**src/rtl/dvec_pkg.sv**
```systemverilog
// ----------------------------------------------------------------------------
// dvec_pkg
// Shared constants and cube edge tables for the dual vertex centroid block.
// ----------------------------------------------------------------------------
`default_nettype none

package dvec_pkg;

   localparam int COORD_BITS_DEF  = 10;
   localparam int FRAC_BITS_DEF   = 16;
   localparam int SCALAR_BITS_DEF = 16;

   localparam int DIMENSION      = 3;
   localparam int NUM_CORNERS    = 8;
   localparam int NUM_EDGES      = 12;
   localparam int EDGES_PER_AXIS = 4;
   localparam int COUNT_BITS     = 4;
   localparam int REM_BITS       = 4;

   // lower corner of each edge, edges grouped by axis x, y, z
   localparam logic [2:0] EDGE_LO_CORNER [NUM_EDGES] = '{
      3'd0, 3'd2, 3'd4, 3'd6,
      3'd0, 3'd1, 3'd4, 3'd5,
      3'd0, 3'd1, 3'd2, 3'd3
   };

   localparam logic [1:0] EDGE_AXIS [NUM_EDGES] = '{
      2'd0, 2'd0, 2'd0, 2'd0,
      2'd1, 2'd1, 2'd1, 2'd1,
      2'd2, 2'd2, 2'd2, 2'd2
   };

   function automatic logic [2:0] edge_hi_corner(input int e);
      return EDGE_LO_CORNER[e] | (3'd1 << EDGE_AXIS[e]);
   endfunction

endpackage

`default_nettype wire

```
**src/rtl/dvec_mean_div.sv**
```systemverilog
// ----------------------------------------------------------------------------
// dvec_mean_div
// Divides the axis sums by the crossing count and forms the vertex position.
// ----------------------------------------------------------------------------
`default_nettype none

module dvec_mean_div #(
   parameter int COORD_BITS = dvec_pkg::COORD_BITS_DEF,
   parameter int FRAC_BITS  = dvec_pkg::FRAC_BITS_DEF
) (
   input  logic                                                     clock,
   input  logic                                                     reset,
   input  logic                                                     in_valid,
   output logic                                                     in_ready,
   input  logic [dvec_pkg::DIMENSION-1:0][COORD_BITS-1:0]           in_base,
   input  logic [dvec_pkg::DIMENSION-1:0][FRAC_BITS+3:0]            in_sum,
   input  logic [dvec_pkg::COUNT_BITS-1:0]                          in_count,
   output logic                                                     out_valid,
   input  logic                                                     out_ready,
   output logic [dvec_pkg::DIMENSION-1:0][COORD_BITS+FRAC_BITS:0]   out_pos,
   output logic [dvec_pkg::COUNT_BITS-1:0]                          out_count
);

   localparam int STAGES   = FRAC_BITS + 4;
   localparam int POS_BITS = COORD_BITS + FRAC_BITS + 1;
   localparam logic [POS_BITS-1:0] HALF = POS_BITS'(1) << (FRAC_BITS - 1);

   typedef logic [dvec_pkg::DIMENSION-1:0][STAGES-1:0]             acc_type;
   typedef logic [dvec_pkg::DIMENSION-1:0][dvec_pkg::REM_BITS-1:0] rem_type;

   logic [STAGES-1:0]                               valid_ff;
   logic [STAGES-1:0]                               valid_in;
   logic [STAGES:0]                                 stage_ready;
   logic [dvec_pkg::DIMENSION-1:0][COORD_BITS-1:0]  base_ff  [STAGES];
   logic [dvec_pkg::DIMENSION-1:0][COORD_BITS-1:0]  base_in  [STAGES];
   logic [dvec_pkg::COUNT_BITS-1:0]                 count_ff [STAGES];
   logic [dvec_pkg::COUNT_BITS-1:0]                 count_in [STAGES];
   acc_type                                         acc_ff   [STAGES];
   acc_type                                         acc_in   [STAGES];
   rem_type                                         rem_ff   [STAGES];
   rem_type                                         rem_in   [STAGES];

   logic                                               pos_valid_ff;
   logic [dvec_pkg::DIMENSION-1:0][POS_BITS-1:0]       pos_in;

   assign in_ready = stage_ready[0];

   for (genvar j = 0; j < STAGES; j++) begin : g_stage
      acc_type                         acc_src;
      rem_type                         rem_src;
      logic [dvec_pkg::COUNT_BITS-1:0] count_src;

      assign stage_ready[j] = !valid_ff[j] || stage_ready[j+1];

      if (j == 0) begin : g_first
         assign valid_in[j] = in_valid;
         assign base_in[j]  = in_base;
         assign count_src   = in_count;
         assign acc_src     = in_sum;
         assign rem_src     = '0;
      end else begin : g_next
         assign valid_in[j] = valid_ff[j-1];
         assign base_in[j]  = base_ff[j-1];
         assign count_src   = count_ff[j-1];
         assign acc_src     = acc_ff[j-1];
         assign rem_src     = rem_ff[j-1];
      end
      assign count_in[j] = count_src;

      // shift one dividend bit into the remainder, the quotient bit into the word
      for (genvar a = 0; a < dvec_pkg::DIMENSION; a++) begin : g_axis
         logic [dvec_pkg::REM_BITS:0] trial;
         logic [dvec_pkg::REM_BITS:0] diff;
         logic                        ge;

         assign trial           = {rem_src[a], acc_src[a][STAGES-1]};
         assign diff            = trial - {1'b0, count_src};
         assign ge              = trial >= {1'b0, count_src};
         assign rem_in[j][a]    = ge ? diff[dvec_pkg::REM_BITS-1:0]
                                     : trial[dvec_pkg::REM_BITS-1:0];
         assign acc_in[j][a]    = {acc_src[a][STAGES-2:0], ge};
      end
   end

   always_ff @(posedge clock) begin
      if (reset) begin
         valid_ff <= '0;
      end else begin
         for (int j = 0; j < STAGES; j++) begin
            if (stage_ready[j]) begin
               valid_ff[j] <= valid_in[j];
            end
         end
      end
   end

   always_ff @(posedge clock) begin
      for (int j = 0; j < STAGES; j++) begin
         if (stage_ready[j]) begin
            base_ff[j]  <= base_in[j];
            count_ff[j] <= count_in[j];
            acc_ff[j]   <= acc_in[j];
            rem_ff[j]   <= rem_in[j];
         end
      end
   end

   // output register: base plus mean fraction, or the cube centre with no crossing
   assign stage_ready[STAGES] = !pos_valid_ff || out_ready;
   assign out_valid           = pos_valid_ff;

   always_comb begin
      for (int a = 0; a < dvec_pkg::DIMENSION; a++) begin
         pos_in[a] = POS_BITS'({base_ff[STAGES-1][a], {FRAC_BITS{1'b0}}})
                   + ((count_ff[STAGES-1] == '0) ? HALF
                      : POS_BITS'(acc_ff[STAGES-1][a][FRAC_BITS:0]));
      end
   end

   always_ff @(posedge clock) begin
      if (reset) begin
         pos_valid_ff <= 1'b0;
      end else if (stage_ready[STAGES]) begin
         pos_valid_ff <= valid_ff[STAGES-1];
      end
   end

   always_ff @(posedge clock) begin
      if (stage_ready[STAGES]) begin
         out_pos   <= pos_in;
         out_count <= count_ff[STAGES-1];
      end
   end

endmodule

`default_nettype wire

```
**config.mk**
```make
export PLATFORM = sky130hd
export DESIGN_NAME = dvec_mean_div
export DESIGN_NICKNAME = d
export VERILOG_FILES = /design/src/rtl/dvec_pkg.sv /design/src/rtl/dvec_mean_div.sv
export SDC_FILE = /design/constraint.sdc
export NUM_CORES = 2
export LEC_CHECK = 0
export BUFFER_PORTS_ARGS = -buffer_cell sky130_fd_sc_hd__buf_2
export CAP_MARGIN = 30
export CORE_MARGIN = 3
export CORE_UTILIZATION = 40
export CTS_CLUSTER_SIZE = 16
export DETAILED_ROUTE_END_ITERATION = 16
export PLACE_DENSITY = 0.66
export SETUP_SLACK_MARGIN = 0.3
export SYNTH_ARGS = -nofsm -noshare
export SYNTH_HDL_FRONTEND = slang
export SYNTH_SLANG_ARGS = --single-unit
```
**constraint.sdc**
```tcl
create_clock -name clock -period 8.25 [get_ports clock]
set_clock_uncertainty 0.15 [all_clocks]
set_input_delay 0.825 -clock clock [delete_from_list [all_inputs] [get_ports clock]]
set_output_delay 0.825 -clock clock [all_outputs]
set_load 0.05 [all_outputs]
```
==> flow_summary.rst <==
.. list-table::
   :header-rows: 1

   * - Metric
     - Value
   * - Final number of setup-violating endpoints
     - 0
   * - Worst hold path type
     - in -> reg
   * - Final hold viol count
     - 0
   * - Setup TNS after final layout
     - 0 ps
   * - Hpwl dp
     - approximately 68 mm
   * - CTS H-tree depth
     - 4
   * - Main flop type after synthesis
     - edfxtp_1
   * - First-pass GRT wire length
     - 165.9 mm
   * - Via count
     - ~30000
   * - Clk pin slew, worst setup/hold paths
     - about 60 ps
   * - Period utilization
     - 55.01%
   * - Max-slew headroom
     - 37.76%
   * - Synthesized netlist net count
     - 4113
   * - Slew at the pin with the worst max-slew slack
     - 933.6 ps
   * - Max-capacitance violation count
     - 0
   * - Leak Pwr
     - 31.25 nW
   * - Outcome
     - complete, no violations
   * - Height of the die
     - 432.9 µm
   * - Hold Crit Start
     - in_base[19]
   * - Fraction of synthesis flops using an asynchronous set or reset pin
     - 0%
   * - Number of buffers inserted by post-CTS setup repair
     - 0
   * - DRC viols
     - 0
   * - Data arrival, critical path
     - 3560 ps
   * - Area of all placed cells without fillers
     - 83970 µm²
   * - Ratio of total power to cell area
     - 322.3 nW/µm²
   * - Worst skew pair latency
     - 800 ps
   * - Clock tree from TritonCTS
     - done
   * - CP endpoint kind
     - output port
   * - Largest fanout on the critical path
     - 10
   * - Post-synthesis average cell area
     - 19.59 µm²
   * - Width of the die
     - 432.9 µm
   * - Die Footprint
     - about 190000 µm²
   * - Wire length per cell
     - ~15 µm
   * - Number of top-level design ports
     - roughly 190
   * - Overall global routing resource usage
     - 11.08%
   * - Power Total
     - 27.07 mW
   * - GP Congestion
     - 0.7987
   * - Maximum buffer depth of the clock tree
     - 3
   * - Total of buffers placed on input and output ports
     - 184
   * - Largest net degree at the start of global routing
     - 97
   * - Number of different library cells in the post-synthesis netlist
     - 37
   * - Setup repair after global routing missed its margin
     - false
   * - Minimum clock period
     - 4538 ps
   * - Top cells by area in the synthesized netlist
     - edfxtp_1 (83%), ha_1 (4.1%), nor2_1 (1.5%)
   * - Kind of critical path
     - reg -> out
   * - Reg-to-Reg End
     - base_ff[0][35]
   * - Final net count
     - 4541
   * - Post-DR vias/cell
     - roughly 4.5
   * - List of most frequent post-synthesis cells
     - edfxtp_1 (2022), nor2_1 (295), inv_1 (243)
   * - CP startpoint
     - out_valid
   * - F_max
     - 0.2203 GHz
   * - Final non-filler cell total
     - 6677
   * - Initial standard-cell utilization of the core
     - 40.28%
   * - Yosys warns
     - 0
   * - Mapped Area
     - 72880 µm²
   * - Worst IR drop on VDD
     - 0.1894 mV
   * - Crit path capture
     - in_ready
   * - Number of global-route vias before repair
     - 31625
   * - Fraction of the yosys area taken by sequential cells
     - 83.89%
   * - Setup slack of the worst register-to-register path
     - roughly 4700 ps
   * - Area of the placeable core
     - 180900 µm²
   * - Placement Cell Area
     - 77160 µm²
   * - Global-route congestion overflow total
     - 0
   * - Post-synth top area share
     - between 80% and 90%
   * - Count of cells along the worst register-to-register path
     - 8
   * - Final Slew Violations
     - 0
   * - Data required time of the worst path
     - 7280 ps
   * - Antenna diode instance count
     - 0
   * - Post-Place Cells
     - 6294
   * - CTS Root Cell
     - clkbuf_16
   * - Sinks on Clock Net
     - 2043
   * - Leading cell type by number of instances after synthesis
     - edfxtp_1
   * - Register bit count reported by yosys
     - 2043
   * - Number of antenna violations at the first check in global routing
     - 0
   * - Post-synth EDFFs
     - slightly above 2000
   * - Synth Instances
     - 3721
   * - Origin of the critical flop-to-flop path
     - out_valid
   * - Total Routed Length
     - 101.7 mm
   * - Core Rows
     - between 150 and 200
   * - Sort of element at the start of the critical path
     - register
   * - Hold Worst Slack
     - 78.63 ps
   * - Detail Route Antenna Nets
     - 0
   * - Inserted Clock Buffers
     - 188
   * - DRT Pass-1 Iters
     - 7
   * - Fraction of final layout cells with drive strength greater than 1
     - 13.54%
   * - Fill count
     - roughly 15000
   * - Cell type with the highest aggregate area in the netlist
     - edfxtp_1
   * - Area growth, synth to finish
     - 15.22%
   * - DRT iter0 DRCs
     - 1671
==> logic make-up (layout without fill, tap and decap cells) <==
family                   Yosys count  after routing  share of synthesized area (%)
flip-flops                      2043           2043                          83.89
AND/OR/NAND/NOR                  692            692                          4.517
adder cells (fa/ha/maj)          294            294                          5.604
buffers and inverters            254            840                          1.313
AO/OA/AOI/OAI                    198            198                          1.422
multiplexers                     162            162                          2.318
XOR/XNOR                          78             78                         0.9374
==> layer usage <==
metal	vias up	wire length [µm]	GRT usage [%]
met1	14510	43760	13.89
li1	14994	-	-
met3	244	4076	2.270
met2	546	50530	18.86
met5	-	0	0
met4	0	3332	4.397
==> state kept, by name, indices dropped and copies added, names as in the netlist <==
register,flops
out_count,4
valid_ff,20
out_valid,1
base_ff,600
out_pos,81
count_ff,80
rem_ff,228
acc_ff,1029
==> metrics by stage <==
step / worst slack, ps / utilization, %
after detailed placement: 3807 / 42.64
after CTS: 3505 / 46.35
final: 3712 / 46.41
after floorplan: 1432 / -
after global routing: 3443 / 46.41
after global placement: 3853 / 42.60
==> cell usage in the layout, fill, tap and decap left out, types with 57 or more instances in the layout <==
cell type,instances
inv_1,239
nor3_1,111
nand2_1,66
nand4_1,59
xnor2_1,71
edfxtp_1,2022
ha_1,240
buf_2,184
clkbuf_16,191
mux2i_1,108
o21ai_0,57
a21oi_1,124
nand2b_1,61
nor2_1,295
==> where the power goes <==
group / switching (mW) / leakage, nW / internal (mW)
clock: 3.63 / 3.13 / 5.10
sequential: 0.648 / 21.1 / 13.9
combinational: 2.26 / 7.06 / 1.57
==> layout make-up <==
type	count	area, µm²	share of cell area [%]
Sequential cell	2043	61140	72.81
Multi-Input combinational cell	1424	10920	13.01
Clock buffer	221	4902	5.838
Tap cell	2370	2965	3.531
Timing Repair Buffer	247	1624	1.934
Clock inverter	127	1490	1.775
Inverter	245	928.4	1.106
==> worst min path at each step <==
stage	end	cells past startpoint	slack (ps)
2_1_floorplan	acc_ff[0][102]	0	250
6_report	base_ff[0][19]	1	80
3_3_place_gp	acc_ff[4][222]	0	250
4_1_cts	base_ff[0][28]	1	0.07
5_1_grt	acc_ff[0][53]	1	20
3_5_place_dp	acc_ff[0][130]	0	250
==> timing repair <==
item                                   4_1_cts  5_1_grt
hold buffers                                31        0
resized for setup                            0        0
endpoints found under the hold margin       31        0
setup endpoints to repair                    0        0
==> critical path, stage by stage, from the launching register on <==
cell	delay, ps
dfxtp_1	320
nor2b_4	250
and3_4	280
inv_4	60
nor4_4	260
buf_4	280
and2_1	580
nand3_4	380
buf_2	340
Power figures use the tool's default switching activity.
