**src/rtl/dvec_pkg.sv**
```systemverilog
// ----------------------------------------------------------------------------
// dvec_pkg
// Shared constants and cube edge tables for the dual vertex centroid block.
// ----------------------------------------------------------------------------
`default_nettype none

package dvec_pkg;

   localparam int COORD_BITS_DEF  = 10;
   localparam int FRAC_BITS_DEF   = 16;
   localparam int SCALAR_BITS_DEF = 16;

   localparam int DIMENSION      = 3;
   localparam int NUM_CORNERS    = 8;
   localparam int NUM_EDGES      = 12;
   localparam int EDGES_PER_AXIS = 4;
   localparam int COUNT_BITS     = 4;
   localparam int REM_BITS       = 4;

   // lower corner of each edge, edges grouped by axis x, y, z
   localparam logic [2:0] EDGE_LO_CORNER [NUM_EDGES] = '{
      3'd0, 3'd2, 3'd4, 3'd6,
      3'd0, 3'd1, 3'd4, 3'd5,
      3'd0, 3'd1, 3'd2, 3'd3
   };

   localparam logic [1:0] EDGE_AXIS [NUM_EDGES] = '{
      2'd0, 2'd0, 2'd0, 2'd0,
      2'd1, 2'd1, 2'd1, 2'd1,
      2'd2, 2'd2, 2'd2, 2'd2
   };

   function automatic logic [2:0] edge_hi_corner(input int e);
      return EDGE_LO_CORNER[e] | (3'd1 << EDGE_AXIS[e]);
   endfunction

endpackage

`default_nettype wire

```
**src/rtl/dvec_prep.sv**
```systemverilog
// ----------------------------------------------------------------------------
// dvec_prep
// Classifies corners against the isovalue and forms per-edge divide operands.
// ----------------------------------------------------------------------------
`default_nettype none

module dvec_prep #(
   parameter int COORD_BITS  = dvec_pkg::COORD_BITS_DEF,
   parameter int SCALAR_BITS = dvec_pkg::SCALAR_BITS_DEF
) (
   input  logic                                             clock,
   input  logic                                             reset,
   input  logic signed [SCALAR_BITS-1:0]                    iso_level,
   input  logic                                             in_valid,
   output logic                                             in_ready,
   input  logic [dvec_pkg::DIMENSION-1:0][COORD_BITS-1:0]   in_base,
   input  logic signed [SCALAR_BITS-1:0]                    in_corner [dvec_pkg::NUM_CORNERS],
   output logic                                             out_valid,
   input  logic                                             out_ready,
   output logic [dvec_pkg::DIMENSION-1:0][COORD_BITS-1:0]   out_base,
   output logic [dvec_pkg::NUM_EDGES-1:0]                   out_cross,
   output logic [SCALAR_BITS-1:0]                           out_num [dvec_pkg::NUM_EDGES],
   output logic [SCALAR_BITS-1:0]                           out_den [dvec_pkg::NUM_EDGES]
);

   logic                                  valid_ff;
   logic [dvec_pkg::NUM_CORNERS-1:0]      positive;
   logic [dvec_pkg::NUM_EDGES-1:0]        cross_in;
   logic [SCALAR_BITS-1:0]                num_in [dvec_pkg::NUM_EDGES];
   logic [SCALAR_BITS-1:0]                den_in [dvec_pkg::NUM_EDGES];

   always_comb begin
      for (int k = 0; k < dvec_pkg::NUM_CORNERS; k++) begin
         positive[k] = in_corner[k] >= iso_level;
      end
   end

   for (genvar e = 0; e < dvec_pkg::NUM_EDGES; e++) begin : g_edge
      localparam logic [2:0] K0 = dvec_pkg::EDGE_LO_CORNER[e];
      localparam logic [2:0] K1 = dvec_pkg::edge_hi_corner(e);
      logic [SCALAR_BITS:0] num_diff;
      logic [SCALAR_BITS:0] num_neg;
      logic [SCALAR_BITS:0] den_diff;
      logic [SCALAR_BITS:0] den_neg;

      assign num_diff = {iso_level[SCALAR_BITS-1], iso_level}
                      - {in_corner[K0][SCALAR_BITS-1], in_corner[K0]};
      assign den_diff = {in_corner[K1][SCALAR_BITS-1], in_corner[K1]}
                      - {in_corner[K0][SCALAR_BITS-1], in_corner[K0]};
      assign num_neg  = -num_diff;
      assign den_neg  = -den_diff;
      assign num_in[e] = num_diff[SCALAR_BITS] ? num_neg[SCALAR_BITS-1:0]
                                               : num_diff[SCALAR_BITS-1:0];
      assign den_in[e] = den_diff[SCALAR_BITS] ? den_neg[SCALAR_BITS-1:0]
                                               : den_diff[SCALAR_BITS-1:0];
      assign cross_in[e] = positive[K0] ^ positive[K1];
   end

   assign in_ready  = !valid_ff || out_ready;
   assign out_valid = valid_ff;

   always_ff @(posedge clock) begin
      if (reset) begin
         valid_ff <= 1'b0;
      end else if (in_ready) begin
         valid_ff <= in_valid;
      end
   end

   always_ff @(posedge clock) begin
      if (in_ready) begin
         out_base  <= in_base;
         out_cross <= cross_in;
         out_num   <= num_in;
         out_den   <= den_in;
      end
   end

endmodule

`default_nettype wire

```
**config.mk**
```make
export PLATFORM = sky130hd
export DESIGN_NAME = dvec_prep
export DESIGN_NICKNAME = d
export VERILOG_FILES = /design/src/rtl/dvec_pkg.sv /design/src/rtl/dvec_prep.sv
export SDC_FILE = /design/constraint.sdc
export NUM_CORES = 1
export LEC_CHECK = 0
export BUFFER_PORTS_ARGS = -buffer_cell sky130_fd_sc_hd__buf_2
export CORE_AREA = 2 2 238 240
export DETAILED_ROUTE_END_ITERATION = 7
export DIE_AREA = 0 0 240 242
export PLACE_DENSITY_LB_ADDON = 0.12
export SKIP_CTS_REPAIR_TIMING = 1
export SLEW_MARGIN = 20
export SYNTH_ARGS = -nofsm -noshare
export SYNTH_HDL_FRONTEND = slang
export SYNTH_SLANG_ARGS = --single-unit
```
**constraint.sdc**
```tcl
create_clock -name clock -period 28.6 [get_ports clock]
set_input_delay 1.43 -clock clock [delete_from_list [all_inputs] [get_ports clock]]
set_output_delay 1.43 -clock clock [all_outputs]
set_load 0.05 [all_outputs]
```
==> impl_metrics.py, run 1 <==
metrics = {
    "timing": {
        "setup_violations": 0,
        "setup_tns_ps": 0,
        "skew_ps": 35.1,
        "fin_crit_ps": 5320,
        "timing_max_transition_violations_final": 0,
        "min_period_over_period_pct": 18.6,
        "hold_viol_final": 0,
        "max_freq_ghz": 0.188,
        "slew_headroom_pct": 23.0,
        "grt_setup_unrepaired": "no",
        "tightest_slew_ps": 1120,
        "fin_hold_ws_ps": 976,
    },
    "detailed_routing": {
        "drc": 0,
        "drt_iter0_drc": 2081,
        "vias": 28400,
        "antenna_left": 0,
        "first_pass_iters": 6,
        "post_drt_wl_per_cell_um": 21.9,
        "viasPerCell": 5.92,
        "wl_mm": 105,
    },
    "die": {
        "die_x_um": 240,
        "die_area_um2": 58100,
        "initial_core_util_pct": 57.6,
        "rows": 87,
        "ioPinCount": 606,
        "core_um2": 55700,
        "die_y_um": 242,
    },
    "placement": {
        "placed_cells": 4719,
        "dp_hpwl_mm": 83.7,
        "port_buffers": 605,
        "gp_congestion": 0.978,
        "placed_area_um2": 35400,
    },
    "synthesis": {
        "async_reset_ff_share_pct": 0,
        "synth_edf_count": 346,
        "synth.cell_area_um2": 32100,
        "ys_ff_latch": 347,
        "synth-main-ff-cell": "edfxtp_1",
        "syn_nets": 4009,
        "yosys.area.top_type_share_pct": 32.4,
        "yosys.cell_types.count": 85,
        "synthCells": 3466,
        "synth.area.top_cells": "edfxtp_1, ha_1, xnor2_1",
        "synth_top_area_cell": "edfxtp_1",
        "yosys_warnings": 0,
        "ys_seq_area_share_pct": 32.4,
        "synth_top_cells_by_count": "edfxtp_1, ha_1, xnor2_1",
        "avgSynthCellArea_um2": 9.26,
    },
    "worst_setup_path": {
        "critPathArrivalTime_ps": 5650,
        "worstSetupEndpointType": "flop",
        "r2r_setup_slack_ps": 25960,
        "worst_setup_path_start_kind": "primary input",
        "regToRegStartpoint": "out_valid",
        "critPathLaunch": "iso_level[0]",
        "path_max_fanout": 15,
        "critical_path_class": "primary input to flop",
        "required_ps": 28930,
    },
    "layout": {
        "final_cell_count_no_fill": 4799,
        "area_delta_synth_final_pct": 14.7,
        "postLayoutCellArea_um2": 36800,
        "layout-drive-gt1-share_pct": 18.5,
        "final_net_count": 4547,
    },
    "cts": {
        "cts_tree": "done",
        "clk_pin_slew_ps": 60,
        "cts_buffers": 39,
        "clk_root_buffer_cell": "clkbuf_16",
        "clockBufferDepth": 3,
        "cts_max_level": 2,
        "clkLatencyLatePin_ps": 600,
        "cts_sinks": 347,
    },
    "grt": {
        "grt_max_degree": 134,
        "grt-ovfl-total": 0,
        "grt_pass1_wl_mm": 153,
        "grt_use_total_pct": 35.0,
        "antenna_found_initial": 13,
        "grt_pass1_vias": 25900,
    },
    "power_and_ir_drop": {
        "powerDensity_nw_per_um2": 78.1,
        "ir_worst_vdd_mv": 0.0708,
        "power_mw": 2.88,
        "p_leak_nw": 16.4,
    },
    "hold_path": {
        "hp-class": "flop to flop",
        "worstHoldStart": "out_valid",
    },
    "outcome": {
        "outcome": "complete, no violations",
    },
    "flow_run": {
        "max_cap_viol_count": 0,
    },
}
path summary, 6_finish.rpt:
check | depth (start not counted) | end
worst max-delay path | 15 | out_num[134]
worst min register to register | 2 | out_valid
worst min-delay path | 2 | out_valid
worst max register to register | 3 | out_num[128]
critical path, cell delays in order:
cell and delay [ps]:
buf_2 110, inv_1 610, ha_1 290, inv_1 60, fa_1 400, a21oi_1 200, o21ai_0 170, a2111oi_2 580
nor4b_1 140, o32ai_1 490, nor2_1 100, nor4b_1 380, mux2i_2 320, nand2b_1 250, xnor2_1 130
layout by cell type (no fill, tap or decap), drive strengths merged, types with 56 or more instances in the layout:
| master | instances |
|---|---|
| buf | 614 |
| ha | 346 |
| edfxtp | 346 |
| xnor2 | 326 |
| inv | 295 |
| nor2 | 280 |
| a21oi | 230 |
| o21ai | 187 |
| nand2 | 184 |
| xor2 | 145 |
| nor3 | 83 |
| a21o | 80 |
| nand3 | 69 |
| nor2b | 56 |
logic make-up after synthesis:
| logic type | after synthesis | synth area share, % |
|---|---|---|
| AND/OR/NAND/NOR | 954 | 14.8 |
| AO/OA/AOI/OAI | 890 | 18.4 |
| XOR/XNOR | 473 | 13.0 |
| buffers and inverters | 408 | 5.71 |
| adder cells (fa/ha/maj) | 365 | 14.7 |
| flip-flops | 347 | 32.4 |
| multiplexers | 29 | 0.959 |
layout make-up:
class / count / area (um^2)
fill: 4736 / 18900
clock inverter: 24 / 304
antenna: 8 / 20.0
tap: 756 / 946
clock buffer: 48 / 1070
sequential: 347 / 10400
inverter: 291 / 1090
timing repair buffer: 614 / 3110
multi-input combinational: 2711 / 19900
power by group:
part           total (mW)  switching (mW)  internal (mW)  leakage, nW
Clock               0.542           0.219          0.323        0.669
Combinational        1.53            1.14          0.391         12.1
Sequential          0.807          0.0572          0.750         3.59
Total                2.88            1.41           1.46         16.4
stage by stage:
stage | worst slack [ps] | util (%)
4_1_cts | 23350 | 66.0
3_5_place_dp | 22770 | 63.5
2_1_floorplan | 17110 | -
6_report | 23280 | 66.1
3_3_place_gp | 22840 | 63.5
5_1_grt | 23030 | 66.0
metal layers:
layer / global-route usage [%] / up-vias / wire (um)
li1: - / 13700 / -
met1: 44.3 / 13300 / 42700
met2: 55.8 / 1158 / 47000
met3: 8.33 / 295 / 9400
met4: 17.4 / 16 / 5790
met5: 0 / - / 99
flip-flops by register name, summed over array words and instances (netlist names):
register,flops
out_base,30
out_cross,12
out_den,192
out_num,112
out_valid,1
(Power assumes the default switching activity.)
==> run 2, diff against run 1 <==
CORE_AREA = default   (was 2 2 238 240)
CORE_ASPECT_RATIO = 2   (was default)
CORE_UTILIZATION = 58   (was default)
DIE_AREA = default   (was 0 0 240 242)
clock period = 5.25 ns   (was 28.6 ns; I/O delays follow)
==> impl_metrics.py, run 2 (same netlist as run 1, synthesis figures left out) <==
metrics = {
    "die": {
        "ioPinCount": 606,
        "core_um2": 54500,
        "die_x_um": 168,
        "initial_core_util_pct": 58.9,
        "die_area_um2": 56300,
        "rows": 121,
        "die_y_um": 335,
    },
    "placement": {
        "port_buffers": 605,
        "gp_congestion": 1.02,
        "placed_cells": 4649,
        "dp_hpwl_mm": 91.6,
    },
    "timing": {
        "max_freq_ghz": 0.251,
        "min_period_over_period_pct": 75.9,
        "setup_tns_ps": 0,
        "grt_setup_unrepaired": "no",
        "hold_viol_final": 0,
        "tightest_slew_ps": 1140,
        "setup_violations": 0,
        "timing_max_transition_violations_final": 0,
        "fin_hold_ws_ps": 253,
        "slew_headroom_pct": 22.0,
        "skew_ps": 16.2,
        "fin_crit_ps": 3990,
    },
    "power_and_ir_drop": {
        "switching_share_pct": 50.8,
        "p_int_mw": 7.52,
        "power_mw": 15.3,
        "powerDensity_nw_per_um2": 415,
        "ir_worst_vdd_mv": 0.380,
        "seqPwrFrac_pct": 29.2,
        "p_leak_nw": 16.4,
        "power_frac_comb_pct": 55.0,
        "p_sw_mw": 7.75,
        "power_frac_clock_pct": 15.8,
    },
    "detailed_routing": {
        "first_pass_iters": 5,
        "vias": 29500,
        "wl_mm": 114,
        "drt_iter0_drc": 1808,
        "antenna_left": 0,
        "drc": 0,
        "viasPerCell": 6.20,
        "post_drt_wl_per_cell_um": 24.0,
    },
    "worst_setup_path": {
        "required_ps": 5550,
        "slowest_stage": "inv_1",
        "critical_path_class": "primary input to flop",
        "critPathArrivalTime_ps": 4290,
        "path_max_fanout": 5,
        "timing.critical_path.mode_cell": "inv_1",
        "cp_cell_sequence": "buf_2 -> inv_1 -> ha_1 -> inv_1 -> fa_1 -> a21o_1 -> a21oi_1 -> o21ai_0 -> o221a_2 -> o41a_1 -> xor2_1 -> a2111oi_0 -> nor4b_1 -> a31oi_1 -> xnor2_1",
        "worstSetupEndpointType": "flop",
        "worst_setup_path_start_kind": "primary input",
        "slowest_delay_ps": 480,
    },
    "cts": {
        "cts_tree": "done",
        "cts_buffers": 34,
        "clk_pin_slew_ps": 60,
        "clkLatencyLatePin_ps": 580,
        "cts_sinks": 347,
        "cts_max_level": 2,
        "clockBufferDepth": 3,
        "clk_root_buffer_cell": "clkbuf_16",
    },
    "layout": {
        "area_delta_synth_final_pct": 14.7,
        "largestRegisters": "out_den: 192 flops, out_num: 112 flops, out_base: 30 flops",
        "final_core_util_pct": 67.5,
        "final_cell_count_no_fill": 4754,
        "most-common-layout-cells": "buf_2, ha_1, edfxtp_1, xnor2_1, inv_1",
        "layout_commonest_cell": "buf_2",
        "top_register": "out_den",
        "final_net_count": 4584,
        "layout-drive-gt1-share_pct": 18.3,
        "largest_reg_flops": 192,
    },
    "grt": {
        "antenna_found_initial": 15,
        "grt_pass1_vias": 28500,
        "grt_pass1_wl_mm": 165,
        "grt_max_degree": 81,
        "grt_use_total_pct": 39.5,
        "grt-ovfl-total": 0,
    },
    "outcome": {
        "outcome": "complete, no violations",
    },
    "flow_run": {
        "max_cap_viol_count": 0,
    },
    "hold_path": {
        "hp-class": "primary input to flop",
    },
}
## run 2: cell count changes in the layout (fill, tap and decap cells not counted), sizes merged
cell	before	now
diode	8	15
clkbuf	48	38
clkinvlp	3	4
dlygate4sd3	0	32
bufinv	6	1
buf	614	624
## run 2: critical path, delay by kind of cell
| family | cells | cell delay [ps] |
|---|---|---|
| adder cells (fa/ha/maj) | 2 | 670 |
| buffers and inverters | 3 | 670 |
| XOR/XNOR | 2 | 350 |
| AO/OA/AOI/OAI | 7 | 1920 |
| AND/OR/NAND/NOR | 1 | 430 |
## run 2: area by class of cell
type / instances / area [um^2]
clock buffers: 38 / 887
fillers: 4630 / 17700
repair buffers: 656 / 3520
diodes: 15 / 37.5
flip-flops and latches: 347 / 10400
inverters: 291 / 1090
clock inverters: 20 / 149
multi-input cells: 2711 / 19900
well taps: 676 / 846
## run 2: layer usage
layer  routed length [um]  up-vias  track usage (%)
met3                 8580      443             7.31
met5                    0        -                0
met4                12000        0             36.8
met1                37800    13800             38.9
li1                     -    13700                -
met2                55900     1451             69.5
## run 2: path summary, 6_finish.rpt
| check | from | cells past startpoint | slack [ps] | endpoint |
|---|---|---|---|---|
| worst max-delay path | iso_level[0] | 15 | 1260 | out_num[95] |
| worst min-delay path | in_corner[64] | 3 | 250 | out_den[0] |
| worst max register to register | out_valid | 4 | 3080 | out_valid |
| worst min register to register | out_valid | 1 | 1150 | out_den[141] |
## run 2: through the flow
stage	setup WS, ps	area (um^2)
4_1_cts	1250	36400
3_3_place_gp	721	35400
6_report	1260	36800
3_5_place_dp	662	35400
5_1_grt	1050	36800
2_1_floorplan	1650	32100
## run 2: power by group through the flow
stage | combinational (mW) | sequential [mW] | clock, mW
global route | 8.80 | 4.51 | 2.53
floorplan | 3.75 | 7.20 | 0
detailed placement | 8.28 | 4.49 | 0
finish | 8.40 | 4.46 | 2.42
global placement | 8.23 | 4.49 | 0
CTS | 8.31 | 4.45 | 2.44
