**config.mk**
```make
export PLATFORM = sky130hd
export DESIGN_NAME = dvec_sum
export DESIGN_NICKNAME = d
export VERILOG_FILES = /design/src/rtl/dvec_pkg.sv /design/src/rtl/dvec_sum.sv
export SDC_FILE = /design/constraint.sdc
export NUM_CORES = 1
export LEC_CHECK = 0
export ABC_AREA = 1
export BUFFER_PORTS_ARGS = -buffer_cell sky130_fd_sc_hd__clkbuf_2
export CORE_ASPECT_RATIO = 1.25
export CORE_UTILIZATION = 40
export CTS_CLUSTER_SIZE = 25
export DETAILED_ROUTE_END_ITERATION = 12
export PLACE_DENSITY = 0.65
export SYNTH_ARGS = -nofsm -noshare
export SYNTH_HDL_FRONTEND = slang
export SYNTH_SLANG_ARGS = --single-unit
```
**constraint.sdc**
```tcl
create_clock -name clock -period 5.3 [get_ports clock]
set_input_delay 1.325 -clock clock [delete_from_list [all_inputs] [get_ports clock]]
set_output_delay 1.325 -clock clock [all_outputs]
set_load 0.1 [all_outputs]
```
**src/rtl/dvec_pkg.sv**
```systemverilog
// ----------------------------------------------------------------------------
// dvec_pkg
// Shared constants and cube edge tables for the dual vertex centroid block.
// ----------------------------------------------------------------------------
`default_nettype none

package dvec_pkg;

   localparam int COORD_BITS_DEF  = 10;
   localparam int FRAC_BITS_DEF   = 16;
   localparam int SCALAR_BITS_DEF = 16;

   localparam int DIMENSION      = 3;
   localparam int NUM_CORNERS    = 8;
   localparam int NUM_EDGES      = 12;
   localparam int EDGES_PER_AXIS = 4;
   localparam int COUNT_BITS     = 4;
   localparam int REM_BITS       = 4;

   // lower corner of each edge, edges grouped by axis x, y, z
   localparam logic [2:0] EDGE_LO_CORNER [NUM_EDGES] = '{
      3'd0, 3'd2, 3'd4, 3'd6,
      3'd0, 3'd1, 3'd4, 3'd5,
      3'd0, 3'd1, 3'd2, 3'd3
   };

   localparam logic [1:0] EDGE_AXIS [NUM_EDGES] = '{
      2'd0, 2'd0, 2'd0, 2'd0,
      2'd1, 2'd1, 2'd1, 2'd1,
      2'd2, 2'd2, 2'd2, 2'd2
   };

   function automatic logic [2:0] edge_hi_corner(input int e);
      return EDGE_LO_CORNER[e] | (3'd1 << EDGE_AXIS[e]);
   endfunction

endpackage

`default_nettype wire

```
**src/rtl/dvec_sum.sv**
```systemverilog
// ----------------------------------------------------------------------------
// dvec_sum
// Adds the crossing fractions per axis relative to the cube base and counts them.
// ----------------------------------------------------------------------------
`default_nettype none

module dvec_sum #(
   parameter int COORD_BITS = dvec_pkg::COORD_BITS_DEF,
   parameter int FRAC_BITS  = dvec_pkg::FRAC_BITS_DEF
) (
   input  logic                                           clock,
   input  logic                                           reset,
   input  logic                                           in_valid,
   output logic                                           in_ready,
   input  logic [dvec_pkg::DIMENSION-1:0][COORD_BITS-1:0] in_base,
   input  logic [dvec_pkg::NUM_EDGES-1:0]                 in_cross,
   input  logic [FRAC_BITS:0]                             in_quo [dvec_pkg::NUM_EDGES],
   output logic                                           out_valid,
   input  logic                                           out_ready,
   output logic [dvec_pkg::DIMENSION-1:0][COORD_BITS-1:0] out_base,
   output logic [dvec_pkg::DIMENSION-1:0][FRAC_BITS+3:0]  out_sum,
   output logic [dvec_pkg::COUNT_BITS-1:0]                out_count
);

   localparam int SUM_BITS = FRAC_BITS + 4;

   logic                                          valid_ff;
   logic [dvec_pkg::DIMENSION-1:0][SUM_BITS-1:0]  sum_in;
   logic [dvec_pkg::COUNT_BITS-1:0]               count_in;

   for (genvar a = 0; a < dvec_pkg::DIMENSION; a++) begin : g_axis
      logic [SUM_BITS-1:0]             q_term [dvec_pkg::EDGES_PER_AXIS];
      logic [dvec_pkg::NUM_EDGES-1:0]  ofs_mask;
      logic [dvec_pkg::COUNT_BITS-1:0] ofs_cnt;

      for (genvar i = 0; i < dvec_pkg::EDGES_PER_AXIS; i++) begin : g_along
         localparam int E = a * dvec_pkg::EDGES_PER_AXIS + i;
         assign q_term[i] = in_cross[E] ? SUM_BITS'(in_quo[E]) : '0;
      end

      // crossings on other axes at the upper face of this axis add one whole unit
      for (genvar e = 0; e < dvec_pkg::NUM_EDGES; e++) begin : g_across
         assign ofs_mask[e] = in_cross[e] && (dvec_pkg::EDGE_AXIS[e] != 2'(a))
                              && dvec_pkg::EDGE_LO_CORNER[e][a];
      end

      assign ofs_cnt   = dvec_pkg::COUNT_BITS'($countones(ofs_mask));
      assign sum_in[a] = q_term[0] + q_term[1] + q_term[2] + q_term[3]
                       + (SUM_BITS'(ofs_cnt) << FRAC_BITS);
   end

   assign count_in  = dvec_pkg::COUNT_BITS'($countones(in_cross));
   assign in_ready  = !valid_ff || out_ready;
   assign out_valid = valid_ff;

   always_ff @(posedge clock) begin
      if (reset) begin
         valid_ff <= 1'b0;
      end else if (in_ready) begin
         valid_ff <= in_valid;
      end
   end

   always_ff @(posedge clock) begin
      if (in_ready) begin
         out_base  <= in_base;
         out_sum   <= sum_in;
         out_count <= count_in;
      end
   end

endmodule

`default_nettype wire

```
==> results of run 1 <==
==> through the flow <==
stage,power (mW),utilization
finish,5.71,0.500
global route,6.10,0.500
CTS,5.78,0.500
detailed placement,5.07,0.488
global placement,5.03,0.488
floorplan,4.34,-
==> worst paths after layout <==
| path | start | endpoint | slack, ns | depth (start not counted) |
|---|---|---|---|---|
| max | in_cross[7] | out_sum[34] | 0.80 | 15 |
| min | reset | out_valid | 1.11 | 2 |
| max reg2reg | out_valid | out_sum[7] | 3.21 | 3 |
| min reg2reg | out_valid | out_sum[20] | 1.11 | 2 |
==> kinds of logic after synthesis <==
family | count (synthesis)
AO/OA/AOI/OAI | 73
XOR/XNOR | 26
buffers and inverters | 341
adder cells (fa/ha/maj) | 239
flip-flops | 95
AND/OR/NAND/NOR | 513
==> Yosys cell counts, drive strengths merged <==
master  instances
buf            12
nand2         417
ha            122
and2            6
o21bai          1
dfxtp           1
nor2           43
xor2           19
nand3b          1
clkbuf         12
a21o            2
a21oi          51
nor3            6
xnor2           7
nand3          40
fa            117
inv           317
o21ai          19
edfxtp         94
==> cell type report <==
class / instances / area (sq um) / share of cell area
Multi-Input combinational cell: 851 / 6520 / 0.500
Sequential cell: 95 / 2840 / 0.218
Timing Repair Buffer: 350 / 1760 / 0.135
Inverter: 317 / 1190 / 0.0912
Tap cell: 340 / 425 / 0.0326
Clock buffer: 9 / 225 / 0.0173
Clock inverter: 7 / 83.8 / 0.00642
==> sequential cells by signal, summed over array words and instances (netlist names) <==
signal / cells
out_base: 30
out_count: 4
out_valid: 1
out_sum: 60
==> placed cells by master, fill, tap and decap left out, types with 3 or more instances in the layout <==
cell,netlist,final
nor3_1,6,6
o21ai_0,17,17
nand3_2,3,3
inv_8,0,3
clkbuf_2,0,345
ha_1,122,122
inv_1,317,317
clkbuf_16,0,9
buf_4,0,5
nand2_2,6,6
and2_1,6,6
nand3_1,37,37
xor2_1,19,19
nand2_1,411,410
nor2_1,42,42
xnor2_1,7,7
fa_1,117,117
a21oi_1,51,51
edfxtp_1,94,94
==> power groups by stage <==
| stage | logic (mW) | clock network, mW | registers [mW] |
|---|---|---|---|
| CTS | 3.83 | 0.702 | 1.25 |
| global route | 4.11 | 0.722 | 1.27 |
| detailed placement | 3.81 | 0 | 1.26 |
| global placement | 3.77 | 0 | 1.26 |
| finish | 3.80 | 0.670 | 1.24 |
| floorplan | 1.25 | 0 | 3.09 |
==> per-layer routing <==
metal  routed length, um  GRT usage
met5                   0          0
met4                 823     0.0837
met2               13100      0.351
met3                1130     0.0228
met1               10900      0.236
==> worst max-delay path, cell delays in order <==
cell      delay, ns
clkbuf_2       0.45
nand2_1        0.10
inv_1          0.09
fa_1           0.44
fa_1           0.53
ha_1           0.32
ha_1           0.22
inv_1          0.08
fa_1           0.45
o21ai_2        0.23
nand2_1        0.09
nand2_2        0.10
nand2_1        0.07
nand3_1        0.07
nand2_1        0.05
==> qor.yml, run 1 <==
status:
  status: "complete, no violations"
routing:
  drc: 0
  antenna_left: 0
  dr.first_iter.drc_count: 283
  wl_per_cell_um: 13.2
  drt_first_pass_iters: 5
  via_per_inst: 4.55
  via_count: 8954
  totalWireLength_um: 26000
yosys:
  muxShareOfSynthArea: 0
  synth-adder-area-share: 0.363
  synthCells: 1287
  synth.top_cell.area_share: 0.265
  synth_top_family_by_area: "adder cells"
  yosys.area.top_type: "edfxtp_1"
  synthSimpleGateAreaFrac: 0.191
  ys_ff_latch: 95
  ys_types: 23
  yosys.area_share.xor_xnor: 0.0214
  avgSynthCellArea_sq_um: 8.27
  synth_fp_nets: 1776
  yosys_warnings: 0
  synth_area_sq_um: 10600
  synth_compound_area_frac: 0.0357
  ys_seq_area_frac: 0.267
  synthTopCellsByArea: "edfxtp_1 27%, fa_1 22%, nand2_1 14%, ha_1 14%, inv_1 11%"
die:
  dieArea_sq_um: 27300
  core_area_sq_um: 26100
  dieHeight_um: 184
  core.rowCount: 66
  fp.dieW_um: 148
  ios: 346
  initial_core_util: 0.408
timing:
  rsz0062_at_grt: "false"
  fmax_ghz: 0.222
  min_period_ns: 4.50
  fin_ws_ns: 0.795
  skew_ns: 0.00915
  fin_hold_ws_ns: 1.11
  slew_headroom: 0.540
  setup_violations: 0
  finalCritPeriodShare: 0.850
  hold_viol_final: 0
  tns_ns: 0
  tightest_slew_ns: 0.690
  slew_violations: 0
layout:
  areaGrowthSynthToFinish_pct: 22.5
  drive_gt1_frac: 0.233
  diodes: 0
  nNetsFinal: 2113
  n_fill_cell: 2598
  design_area_sq_um: 13100
  final_cells: 1969
global_routing:
  grt_pass1_wl_um: 41600
  grtUsageTotal: 0.196
  antenna_found_initial: 0
  grt_overflow: 0
  grt_pass1_vias: 8889
  grt_max_degree: 54
placed_design:
  dp_hpwl_um: 22200
  globalplace.congestion: 0.903
  place_ws_ns: 0.402
  port_buffers: 345
  place_inst: 1953
  placed_area_sq_um: 12700
power_and_ir_drop:
  p_sw_mw: 3.38
  ir_drop_uv: 188
  p_int_mw: 2.33
  pwr-share-comb: 0.665
  p_leak_nw: 8.26
  p_sw_frac: 0.592
  pwr_density_cell_nw_per_um2: 438
  seq_power_share: 0.218
  p_clk_frac: 0.117
cts:
  cts-root-buf: "clkbuf_16"
  cts_sinks: 95
  cts.htree.levels: 3
  post_cts_resized: 0
  clk_latency_ns: 0.36
  hold_buffers: 0
  clkTransAtPathRegs_ns: 0.08
  cts_buffers: 9
  cts_tree: "done"
  clockBufferDepth: 2
  cts_setup_buffers: 0
setup_path:
  cp-start-kind: "input pin"
  cp_max_fo: 19
  cp.arrival_ns: 4.63
  crit_required_ns: 5.43
  worstSetupPathType: "in -> reg"
  cp-end-kind: "register"
run:
  maxCapViolations: 0
worst_hold_path:
  hold_class: "in -> reg"
Power figures use the tool's default switching activity.
==> run 2: changes to the inputs <==
==> constraint.sdc (replaced) <==
create_clock -name clock -period 4.5 [get_ports clock]
set_input_delay 1.125 -clock clock [delete_from_list [all_inputs] [get_ports clock]]
set_output_delay 1.125 -clock clock [all_outputs]
set_load 0.1 [all_outputs]
==> run 2 against run 1 <==
  * Clock-buffer cell count unchanged
  * Critical path depth unchanged
  * Die area unchanged
  * Utilization up 0.66 points
  * Flip-flop and latch count unchanged
  * Sequential share of layout area down 0.28 points
  * Final cell count up 0.76%
  * Sequential power up 18%
  * Hold slack worse by 0.20 ns
==> qor.yml, run 2 (synthesized netlist as in run 1, its figures left out) <==
cts:
  clkTransAtPathRegs_ns: 0.08  # about the same
  cts.htree.levels: 3  # unchanged
  cts_tree: "done"
  cts_setup_buffers: 0  # unchanged
  clk_latency_ns: 0.36  # about the same
  cts-root-buf: "clkbuf_16"
  hold_buffers: 0  # unchanged
  post_cts_resized: 0  # unchanged
  cts_sinks: 95  # unchanged
  cts_buffers: 9  # unchanged
  clockBufferDepth: 2  # unchanged
timing:
  skew_ns: 0.0114  # +0.00220 ns
  fin_hold_ws_ns: 0.911  # -0.198 ns
  tns_ns: 0  # unchanged
  fmax_ghz: 0.243
  setup_violations: 0  # unchanged
  finalCritPeriodShare: 0.916
  min_period_ns: 4.12
  rsz0062_at_grt: "false"
  tightest_slew_ns: 0.858  # +0.168 ns
  fin_ws_ns: 0.378  # -0.417 ns
  hold_viol_final: 0  # unchanged
  slew_violations: 0  # unchanged
  slew_headroom: 0.428  # -0.112
power_and_ir_drop:
  p_sw_frac: 0.592  # -0.000807
  pwr-share-comb: 0.667  # +0.002
  ir_drop_uv: 291  # +55%
  seq_power_share: 0.217  # about the same
  pwr_density_cell_nw_per_um2: 511  # +17%
  total_power_mw: 6.76  # +18%
  p_clk_frac: 0.116  # about the same
  p_sw_mw: 4.00  # +18%
  p_leak_nw: 8.36  # +1.1%
  p_int_mw: 2.76  # +19%
routing:
  dr.first_iter.drc_count: 212  # -25%
  drc: 0  # unchanged
  totalWireLength_um: 26000  # -0.20%
  wl_per_cell_um: 13.1  # -0.96%
  antenna_left: 0  # unchanged
  via_per_inst: 4.51  # -0.91%
  via_count: 8940  # -0.16%
  drt_first_pass_iters: 4  # -1
global_routing:
  grtUsageTotal: 0.197  # +0.00158
  grt_pass1_vias: 9011  # +1.4%
  grt_pass1_wl_um: 42100  # +1.2%
  grt_overflow: 0  # unchanged
  grt_max_degree: 63  # +17%
  antenna_found_initial: 0  # unchanged
placed_design:
  globalplace.congestion: 0.935  # +3.5%
  place_ws_ns: 0.0194  # -0.382 ns
  port_buffers: 345  # unchanged
  place_inst: 1968  # +0.77%
  dp_hpwl_um: 22500  # +1.5%
layout:
  final_cells: 1984  # +0.76%
  diodes: 0  # unchanged
  n_fill_cell: 2606  # +0.31%
  drive_gt1_frac: 0.240  # +0.00700
  biggestRegsByFlops: "out_sum: 60 flops, out_base: 30 flops, out_count: 4 flops"
  largest_register_ffs: 60  # unchanged
  nNetsFinal: 2128  # +0.71%
  final_common_cell: "nand2_1"
  mostFrequentLayoutCells: "410 x nand2_1, 345 x clkbuf_2, 317 x inv_1, 122 x ha_1, 117 x fa_1"
  areaGrowthSynthToFinish_pct: 24.2
  regMostFlops: "out_sum"
setup_path:
  worstSetupPathType: "in -> reg"
  cp-end-kind: "register"
  cp_max_fo: 19  # unchanged
  crit_required_ns: 4.60  # -0.83 ns
  cp-start-kind: "input pin"
  cp.arrival_ns: 4.22  # -0.41 ns
worst_hold_path:
  hold_class: "in -> reg"
die:
  dieHeight_um: 184  # unchanged
  initial_core_util: 0.408  # unchanged
  fp.dieW_um: 148  # unchanged
  core_area_sq_um: 26100  # unchanged
  dieArea_sq_um: 27300  # unchanged
  core.rowCount: 66  # unchanged
  ios: 346  # unchanged
run:
  maxCapViolations: 0  # unchanged
status:
  status: "complete, no violations"
==> run 2: cell type report <==
| type | count | area (sq um) | share of cell area |
|---|---|---|---|
| multi-input combinational | 851 | 6520 | 0.493 |
| sequential | 95 | 2840 | 0.215 |
| timing repair buffer | 365 | 1940 | 0.147 |
| inverter | 317 | 1190 | 0.0900 |
| tap | 340 | 425 | 0.0322 |
| clock buffer | 9 | 225 | 0.0170 |
| clock inverter | 7 | 81.3 | 0.00615 |
==> run 2: routing by layer <==
layer / track usage / up-vias / part of all wire
met4: 0.0528 / 0 / 0.015
met3: 0.0193 / 22 / 0.035
li1: - / 4592 / -
met1: 0.239 / 4104 / 0.43
met2: 0.369 / 222 / 0.52
met5: 0 / - / 0
==> run 2: final timing paths <==
| check | start | slack (ns) | depth (start not counted) | to |
|---|---|---|---|---|
| setup reg to reg | out_valid | 2.94 | 2 | out_sum[10] |
| hold reg to reg | out_valid | 0.99 | 2 | out_sum[40] |
| setup / recovery | in_cross[11] | 0.38 | 15 | out_sum[57] |
| hold / removal | reset | 0.91 | 2 | out_valid |
==> run 2: power by group through the flow <==
stage / clock network, mW / registers [mW] / logic (mW)
after floorplan: 0 / 3.64 / 1.48
after global placement: 0 / 1.47 / 4.48
after detailed placement: 0 / 1.49 / 4.53
after CTS: 0.821 / 1.47 / 4.55
after global routing: 0.846 / 1.49 / 4.86
final: 0.786 / 1.46 / 4.51
==> run 2: critical path, cell delays in order <==
cell,delay [ns]
clkbuf_2,0.37
nand2_1,0.13
fa_1,0.50
inv_1,0.05
fa_1,0.47
inv_1,0.05
fa_1,0.47
inv_1,0.04
ha_1,0.33
a21oi_1,0.20
o21ai_0,0.12
a21oi_1,0.18
nand2_1,0.08
nand2_1,0.05
nand2_1,0.06
==> run 2: stage by stage <==
step                area (sq um)  utilization
floorplan                  10700            -
global placement           12900        0.495
detailed placement         12900        0.495
CTS                        13200        0.507
global route               13200        0.507
finish                     13200        0.507
==> run 3: changes to the inputs <==
==> constraint.sdc (replaced) <==
create_clock -name clock -period 4.9 [get_ports clock]
set_input_delay 1.225 -clock clock [delete_from_list [all_inputs] [get_ports clock]]
set_output_delay 1.225 -clock clock [all_outputs]
set_load 0.1 [all_outputs]
==> run 3 against run 2 <==
  * Design area is 1.3% lower
  * Utilization is 0.68 points lower
  * Global-route usage is 0.32 points lower
  * Worst setup slack better by 0.12 ns
  * Flip-flop and latch count stayed put
  * Combinational power is 9.1% lower
  * Register-to-register slack worse by 0.08 ns
  * Final cell count is 0.66% lower
  * First-iteration DRC count is 19% higher
==> qor.yml, run 3 (synthesized netlist as in run 1, its figures left out) <==
setup_path:
  critPathSlowestCell: "fa_1"
  cp_max_fo: 19  # unchanged
  cp_common_cell: "nand2_1"
  rr_endpoint: "out_sum[35]"
  cp.arrival_ns: 4.52  # +0.30 ns
  cp-start-kind: "input pin"
  cp_cell_sequence: "clkbuf_2 > nand2_1 > fa_1 > inv_1 > fa_1 > inv_1 > fa_1 > inv_1 > ha_1 > a21oi_1 > o21ai_0 > a21oi_1 > nand2_1 > nand2_1 > nand2_1"
  critical_path_buf_inv_count: 4  # unchanged
  rr_worst_depth: 3  # +1
  cp-end-kind: "register"
  reg2reg_slack_ns: 2.86  # -0.08 ns
  crit_required_ns: 5.02  # +0.42 ns
  r2r-start: "out_valid"
  cpLargestDelayFamily: "adder cells"
  cp_slowest_stage_delay_ns: 0.56  # +0.06 ns
  worstSetupPathType: "in -> reg"
worst_hold_path:
  min_to: "out_valid"
  hold_depth: 2  # unchanged
  hold_class: "in -> reg"
  min_from: "reset"
die:
  initial_core_util: 0.408  # unchanged
  dieArea_sq_um: 27300  # unchanged
  fp.dieW_um: 148  # unchanged
  core_area_sq_um: 26100  # unchanged
  dieHeight_um: 184  # unchanged
  ios: 346  # unchanged
  core.rowCount: 66  # unchanged
timing:
  hold_viol_final: 0  # unchanged
  fmax_ghz: 0.227
  tightest_slew_ns: 0.692  # -0.166 ns
  slew_headroom: 0.539  # +0.111
  rsz0062_at_grt: "false"
  setup_violations: 0  # unchanged
  skew_ns: 0.0138  # +0.00242 ns
  fin_ws_ns: 0.501  # +0.123 ns
  tns_ns: 0  # unchanged
  fin_hold_ws_ns: 1.01  # +0.0993 ns
  slew_violations: 0  # unchanged
  finalCritPeriodShare: 0.898
  min_period_ns: 4.40
layout:
  regMostFlops: "out_sum"
  design_area_sq_um: 13000  # -1.3%
  final_common_cell: "nand2_1"
  areaGrowthSynthToFinish_pct: 22.5
  final_cells: 1971  # -0.66%
  fin_util: 0.500  # -0.00676
  drive_gt1_frac: 0.233  # -0.00653
  nNetsFinal: 2114  # -0.66%
  mostFrequentLayoutCells: "410 x nand2_1, 345 x clkbuf_2, 317 x inv_1, 122 x ha_1, 117 x fa_1"
  biggestRegsByFlops: "out_sum: 60 flops, out_base: 30 flops, out_count: 4 flops"
  largest_register_ffs: 60  # unchanged
status:
  status: "complete, no violations"
global_routing:
  antenna_found_initial: 1  # +1
  grt_overflow: 0  # unchanged
  grt_max_degree: 55  # -13%
  grt_pass1_wl_um: 41500  # -1.5%
  grtUsageTotal: 0.194  # -0.00320
  grt_pass1_vias: 9004  # -0.078%
routing:
  antenna_left: 0  # unchanged
  dr.first_iter.drc_count: 253  # +19%
  via_per_inst: 4.53  # +0.45%
  drc: 0  # unchanged
  wl_per_cell_um: 13.1  # -0.11%
  drt_first_pass_iters: 5  # +1
  via_count: 8921  # -0.21%
  totalWireLength_um: 25800  # -0.77%
cts:
  cts_buffers: 9  # unchanged
  cts_sinks: 95  # unchanged
  clockBufferDepth: 2  # unchanged
  cts.htree.levels: 3  # unchanged
  cts_setup_buffers: 0  # unchanged
  post_cts_resized: 0  # unchanged
  cts-root-buf: "clkbuf_16"
  cts_tree: "done"
  clk_latency_ns: 0.36  # about the same
  clkTransAtPathRegs_ns: 0.08  # about the same
  hold_buffers: 0  # unchanged
placed_design:
  place_inst: 1954  # -0.71%
  dp_hpwl_um: 22300  # -1.1%
  placed_area_sq_um: 12700  # -1.3%
  port_buffers: 345  # unchanged
  globalplace.congestion: 0.897  # -4.0%
  place_ws_ns: 0.130  # +0.110 ns
power_and_ir_drop:
  total_power_mw: 6.16  # -8.8%
  ir_drop_uv: 249  # -14%
  pwr_density_cell_nw_per_um2: 472  # -7.6%
  p_leak_nw: 8.26  # -1.2%
run:
  maxCapViolations: 0  # unchanged
## run 3: layout make-up
cell class	count	area, sq um
sequential	95	2840
multi-input combinational	851	6520
fill	2562	13000
tap	340	425
clock inverter	7	70.1
clock buffer	9	225
antenna	1	2.50
inverter	317	1190
timing repair buffer	351	1770
## run 3: routing by layer
metal	GRT usage	wire (um)
met5	0	0
met3	0.0183	886
met1	0.236	11100
met4	0.0713	702
met2	0.354	13100
## run 3: worst max path at each step
stage                            from     endpoint  slack (ns)  cells past startpoint
after floorplan           in_cross[3]  out_sum[17]        0.33                     16
after global placement    in_cross[3]  out_sum[17]        0.23                     15
after detailed placement  in_cross[3]  out_sum[17]        0.13                     15
after CTS                 in_cross[3]  out_sum[17]        0.53                     15
after global routing      in_cross[3]  out_sum[17]        0.28                     15
final                     in_cross[3]  out_sum[17]        0.50                     15
## run 3: where the power goes
group	internal (mW)	total [mW]	switching (mW)
logic	0.889	4.10	3.22
clock network	0.360	0.709	0.349
registers	1.26	1.35	0.0842
## run 3: worst register-to-register path, cell delays in order, from the launching register on
cell and delay (ns):
dfxtp_1 0.34, nand2_4 0.13, buf_4 0.49, buf_4 0.70
